==> src/rtl/q31_newton_raphson_divider_macros.svh <==
// Assertion macros shared by the Q31 Newton-Raphson divider RTL.
`ifndef Q31_NEWTON_RAPHSON_DIVIDER_MACROS_SVH
`define Q31_NEWTON_RAPHSON_DIVIDER_MACROS_SVH
`ifndef SYNTHESIS
`define Q31NR_ASSERT_IMP(label, ante, cons) \
  label: assert property (@(posedge clk_i) disable iff (!rst_ni) (ante) |-> (cons)) \
    else $error("q31nr assertion failed");
`define Q31NR_ASSERT_NXT(label, ante, cons) \
  label: assert property (@(posedge clk_i) disable iff (!rst_ni) (ante) |=> (cons)) \
    else $error("q31nr assertion failed");
`else
`define Q31NR_ASSERT_IMP(label, ante, cons)
`define Q31NR_ASSERT_NXT(label, ante, cons)
`endif
`endif

==> src/rtl/q31nr_pkg.sv <==
// Types, constants and helper functions of the Q31 Newton-Raphson divider.
`default_nettype none
package q31nr_pkg;
  localparam int NEWTON_STEPS = 3;
  localparam int WORD_W = 32;
  localparam int FRAC_W = 30;

  localparam logic [28:0] COEF_8_17 = 29'd252645135;
  localparam logic [31:0] COEF_12_17 = 32'd378967702;
  localparam logic signed [35:0] Q29_ONE = 36'sd536870912;
  localparam logic signed [63:0] Q29_HALF = 64'sd268435456;
  localparam logic signed [67:0] Q29_HALF_W = 68'sd268435456;
  localparam logic signed [63:0] OUT_ROUND = 64'sd67108864;
  localparam logic signed [63:0] MAG_LIMIT = 64'sd2147483648;
  localparam logic [31:0] NORM_LIMIT = 32'h4000_0000;
  localparam logic [31:0] Q_POS_MAX = 32'h7FFF_FFFF;
  localparam logic [31:0] Q_NEG_MAX = 32'h8000_0000;

  typedef struct packed {
    logic valid;
    logic zero;
    logic big;
    logic neg;
  } ctl_t;

  function automatic logic signed [31:0] sat32(input logic signed [39:0] v);
    logic signed [31:0] r;
    if (v > 40'sd2147483647) begin
      r = 32'sh7FFF_FFFF;
    end else if (v < -40'sd2147483648) begin
      r = 32'sh8000_0000;
    end else begin
      r = v[31:0];
    end
    return r;
  endfunction
endpackage
`default_nettype wire

==> src/rtl/q31nr_norm.sv <==
// Magnitude, special case detection and normalization stages.
`default_nettype none
module q31nr_norm (
  input  wire logic                clk_i,
  input  wire logic                rst_ni,
  input  wire logic                en_i,
  input  wire logic                valid_i,
  input  wire logic signed [31:0]  numerator_i,
  input  wire logic signed [31:0]  denominator_i,
  output q31nr_pkg::ctl_t          ctl_o,
  output logic [q31nr_pkg::FRAC_W-1:0] d_o,
  output logic [q31nr_pkg::FRAC_W-1:0] n_o
);
  q31nr_pkg::ctl_t ctl_a_q, ctl_a_d, ctl_b_q;
  logic [31:0] an_q, ad_q, an_d, ad_d;
  logic [q31nr_pkg::FRAC_W-1:0] d_q, n_q, d_d, n_d;
  logic [4:0] msb, lz, shamt;
  logic [31:0] ad_sh, an_sh;
  logic pow2;

  always_comb begin
    an_d = numerator_i[31] ? (~numerator_i + 32'd1) : numerator_i;
    ad_d = denominator_i[31] ? (~denominator_i + 32'd1) : denominator_i;
    ctl_a_d.valid = valid_i;
    ctl_a_d.zero = (denominator_i == 32'sd0);
    ctl_a_d.neg = (an_d != 32'd0) && (numerator_i[31] ^ denominator_i[31]);
    ctl_a_d.big = (an_d >= ad_d);
  end

  always_comb begin
    msb = 5'd0;
    for (int i = 0; i < 32; i++) begin
      if (ad_q[i]) begin
        msb = 5'(i);
      end
    end
    lz = 5'd31 - msb;
    pow2 = ((ad_q & (ad_q - 32'd1)) == 32'd0);
    if (ad_q > q31nr_pkg::NORM_LIMIT) begin
      shamt = 5'd0;
    end else if (pow2) begin
      shamt = lz;
    end else begin
      shamt = lz - 5'd1;
    end
    ad_sh = ad_q << shamt;
    an_sh = an_q << shamt;
    d_d = ad_sh[31:2];
    n_d = an_sh[31:2];
  end

  always_ff @(posedge clk_i or negedge rst_ni) begin
    if (!rst_ni) begin
      ctl_a_q <= '0;
      ctl_b_q <= '0;
    end else if (en_i) begin
      ctl_a_q <= ctl_a_d;
      ctl_b_q <= ctl_a_q;
    end
  end

  always_ff @(posedge clk_i) begin
    if (en_i) begin
      an_q <= an_d;
      ad_q <= ad_d;
      d_q <= d_d;
      n_q <= n_d;
    end
  end

  assign ctl_o = ctl_b_q;
  assign d_o = d_q;
  assign n_o = n_q;
endmodule
`default_nettype wire

==> config.mk <==
export PLATFORM = sky130hd
export DESIGN_NAME = q31nr_norm
export DESIGN_NICKNAME = d
export VERILOG_FILES = /design/src/rtl/q31_newton_raphson_divider_macros.svh /design/src/rtl/q31nr_pkg.sv /design/src/rtl/q31nr_norm.sv
export SDC_FILE = /design/constraint.sdc
export NUM_CORES = 1
export LEC_CHECK = 0
export BUFFER_PORTS_ARGS = -buffer_cell sky130_fd_sc_hd__buf_2
export CAP_MARGIN = 20
export CELL_PAD_IN_SITES_DETAIL_PLACEMENT = 1
export CELL_PAD_IN_SITES_GLOBAL_PLACEMENT = 2
export CORE_AREA = 5 5 176 178
export CTS_CLUSTER_DIAMETER = 200
export DETAILED_ROUTE_END_ITERATION = 16
export DIE_AREA = 0 0 181 183
export GPL_TIMING_DRIVEN = 1
export PLACE_DENSITY = 0.84
export SYNTH_ARGS = -nofsm -noshare
export SYNTH_HDL_FRONTEND = slang
export SYNTH_SLANG_ARGS = --single-unit
export TNS_END_PERCENT = 10
==> constraint.sdc <==
create_clock -name clk_i -period 7.9 [get_ports clk_i]
set_input_delay 1.185 -clock clk_i [delete_from_list [all_inputs] [get_ports clk_i]]
set_output_delay 1.185 -clock clk_i [all_outputs]
set_load 0.005 [all_outputs]
==> reports/qor.csv <==
metric,value,unit
wl_per_cell,23.9,µm
fin_crit_sh,78.3,%
p_leak,0.00511,µW
crit_start,ad_q[1]$_DFFE_PP_,
p_per_area,218,nW/µm²
cts_resized,0,
syn_avg_cell_area,8.92,µm²
cts_sinks,132,
grt_pass1_wl,65500,µm
slew_viol_final,0,
setup_violations,0,
r2r_cells,12,
reg2reg_from,ad_q[1]$_DFFE_PP_,
syn_inst,1284,
antenna_found_initial,0,
antenna_cells,0,
core-area,29200,µm²
dp.cells,1721,
worst_slack,1720,ps
crit_path_max_fanout,26,
drc,0,
cp-start-kind,flip-flop,
ys.warnings.count,0,
hold_end,ctl_o[0]$_DFFE_PN0P_,
whs_path_depth,1,
async_reset_ff_share,6.06,%
clk_pin_slew,80,ps
reg2reg_slack,1720,ps
ant_nets,0,
worstMarginPinSlew,1150,ps
critical_path_required,8040,ps
clk_latency,440,ps
drtIter0Drc,940,
fin_skew,15.7,ps
fp.dieH,183,µm
synth-seq-cells,132,
yosysTopAreaCellShare,32.5,%
synth_top_family_by_area,compound AO/OA/AOI/OAI gates,
synth.top_cells.by_area,"edfxtp_1 33%, mux2i_1 8.4%, nand2_1 5.3%",
arrival,6330,ps
instances_no_fill,1753,
synth_edf_count,124,
syn2layout_area_growth,12.1,%
hold_violations,0,
dr.pass1.iters,5,
reg2reg_to,d_o[17]$_DFFE_PP_,
fmax,162,MHz
finalInstanceArea,12800,µm²
numCtsBuffers,17,
hold_class,flip-flop to flip-flop,
via_per_inst,6.18,
synthMuxAreaShare,11.0,%
grt_pass1_vias,10900,
cts_tree,built,
yosysMostFrequentCell,nand2_1,
nets,1453,
cp-end-kind,flip-flop,
synthTopCellsByCount,"161 x nand2_1, 124 x edfxtp_1, 96 x mux2i_1",
wirelength,41900,µm
overflow,0,
ios,132,
grt_setup_unrepaired,false,
min_from,ctl_a_q[0]$_DFFE_PN0P_,
die-width,181,µm
ctsRootBufferMaster,clkbuf_16,
outcome,completed,
synth_compound_area_share,21.7,%
io_buffers,131,
synth_top_flop_cell,edfxtp_1,
vias,10800,
gp_congestion,0.973,
final_layout_size_suffix_gt1_share,16.8,%
synthDistinctLibCells,91,
ir_drop,0.000146,V
post_cts_buffers,0,
place_hpwl,31900,µm
synth_fp_nets,1387,
synth_top_cell_by_area,edfxtp_1,
layout_min_cycle_time,6180,ps
synth-adder-area-share,3.91,%
ys_seq_area_share,34.3,%
htree_levels,4,
synthXorXnorAreaFrac,4.81,%
ctsHoldBuffers,0,
syn-cell-area,11500,µm²
cts_buffer_depth,2,
initial_core_util,39.2,%
dieArea,33100,µm²
place_ws,1850,ps
slew_headroom,22.8,%
place_area,12300,µm²
synth-simple-area-share,18.5,%
finalSetupTns,0,ps
grt_util_all_layers,24.8,%
drv_cap,0,
grt_max_degree,76,
crit_type,flip-flop to flip-flop,
rows,63,
-- sequential cells by signal, indices dropped and copies added (netlist names) --
name	cells
d_o	30
n_o	30
an_q	32
ad_q	32
ctl_a_q	4
ctl_o	4
-- area by class of cell --
cell class	count	area, µm²
clock buffers	17	425
fillers	3410	16400
repair buffers	148	786
inverters	47	176
flip-flops and latches	132	3920
clock inverters	15	151
multi-input cells	1004	6890
well taps	390	488
-- routing by layer --
metal,track usage (%),share of wire (%),vias up,wire (µm)
met3,3.41,6.1,74,2540
met2,40.0,46,451,19100
met4,7.63,2.9,0,1220
met1,34.9,45,5305,19000
li1,-,-,5003,-
met5,0,0,-,0
-- cells by family after synthesis --
| logic type | Yosys count |
|---|---|
| xor+xnor | 62 |
| compound gates | 350 |
| flops | 132 |
| buf+inv | 148 |
| mux | 120 |
| fa+ha+maj | 36 |
| simple gates | 436 |
-- layout by cell type (no fill, tap or decap), types with 11 or more instances in the layout --
master,n
clkbuf_16,17
buf_2,130
a211oi_1,18
o22ai_1,45
and3_1,20
xnor2_1,52
o41ai_1,12
buf_4,18
or4_1,18
nand3_1,26
or3_1,19
o211ai_1,11
nand2_1,160
a21o_1,18
a22oi_1,12
nor3_1,35
nand4_1,13
mux2_2,19
edfxtp_1,124
ha_1,35
mux2i_1,95
nor4_1,17
o31ai_1,15
nor2b_1,11
a21oi_1,51
inv_1,46
nand2b_1,11
nor2_1,79
o21ai_0,61
-- report_power, final --
part	switching, µW	internal (µW)	total, µW
Combinational	611	376	986
Clock	381	422	803
Sequential	102	904	1010
Total	1090	1700	2800
-- worst max-delay path by stage --
stage / to / slack [ps] / cells after the start
global placement: d_o[17]$_DFFE_PP_ / 2000 / 12
floorplan: ctl_a_q[1]$_DFFE_PN0P_ / 2640 / 15
finish: d_o[17]$_DFFE_PP_ / 1720 / 12
global route: d_o[17]$_DFFE_PP_ / 1520 / 12
detailed placement: d_o[17]$_DFFE_PP_ / 1850 / 12
CTS: d_o[17]$_DFFE_PP_ / 1800 / 12
-- per-stage QoR --
stage	hold slack (ps)	utilization [%]	total power, µW
3_5_place_dp	495	41.9	1990
3_3_place_gp	483	41.9	1960
6_report	505	43.9	2800
5_1_grt	529	43.9	2930
2_1_floorplan	475	-	1610
4_1_cts	508	43.9	2790
-- worst max-delay path, cell delays in order, from the launching register on --
cell and delay [ps]:
edfxtp_1 540, or4_1 690, or4_1 730, or4_4 640, a2111oi_4 440, nand3_4 300, mux2_2 740, buf_4 440
mux2i_1 340, mux2i_1 260, mux2_2 360, a22oi_1 190, o21ai_0 160
No activity file was read; power rests on OpenSTA's default activity.
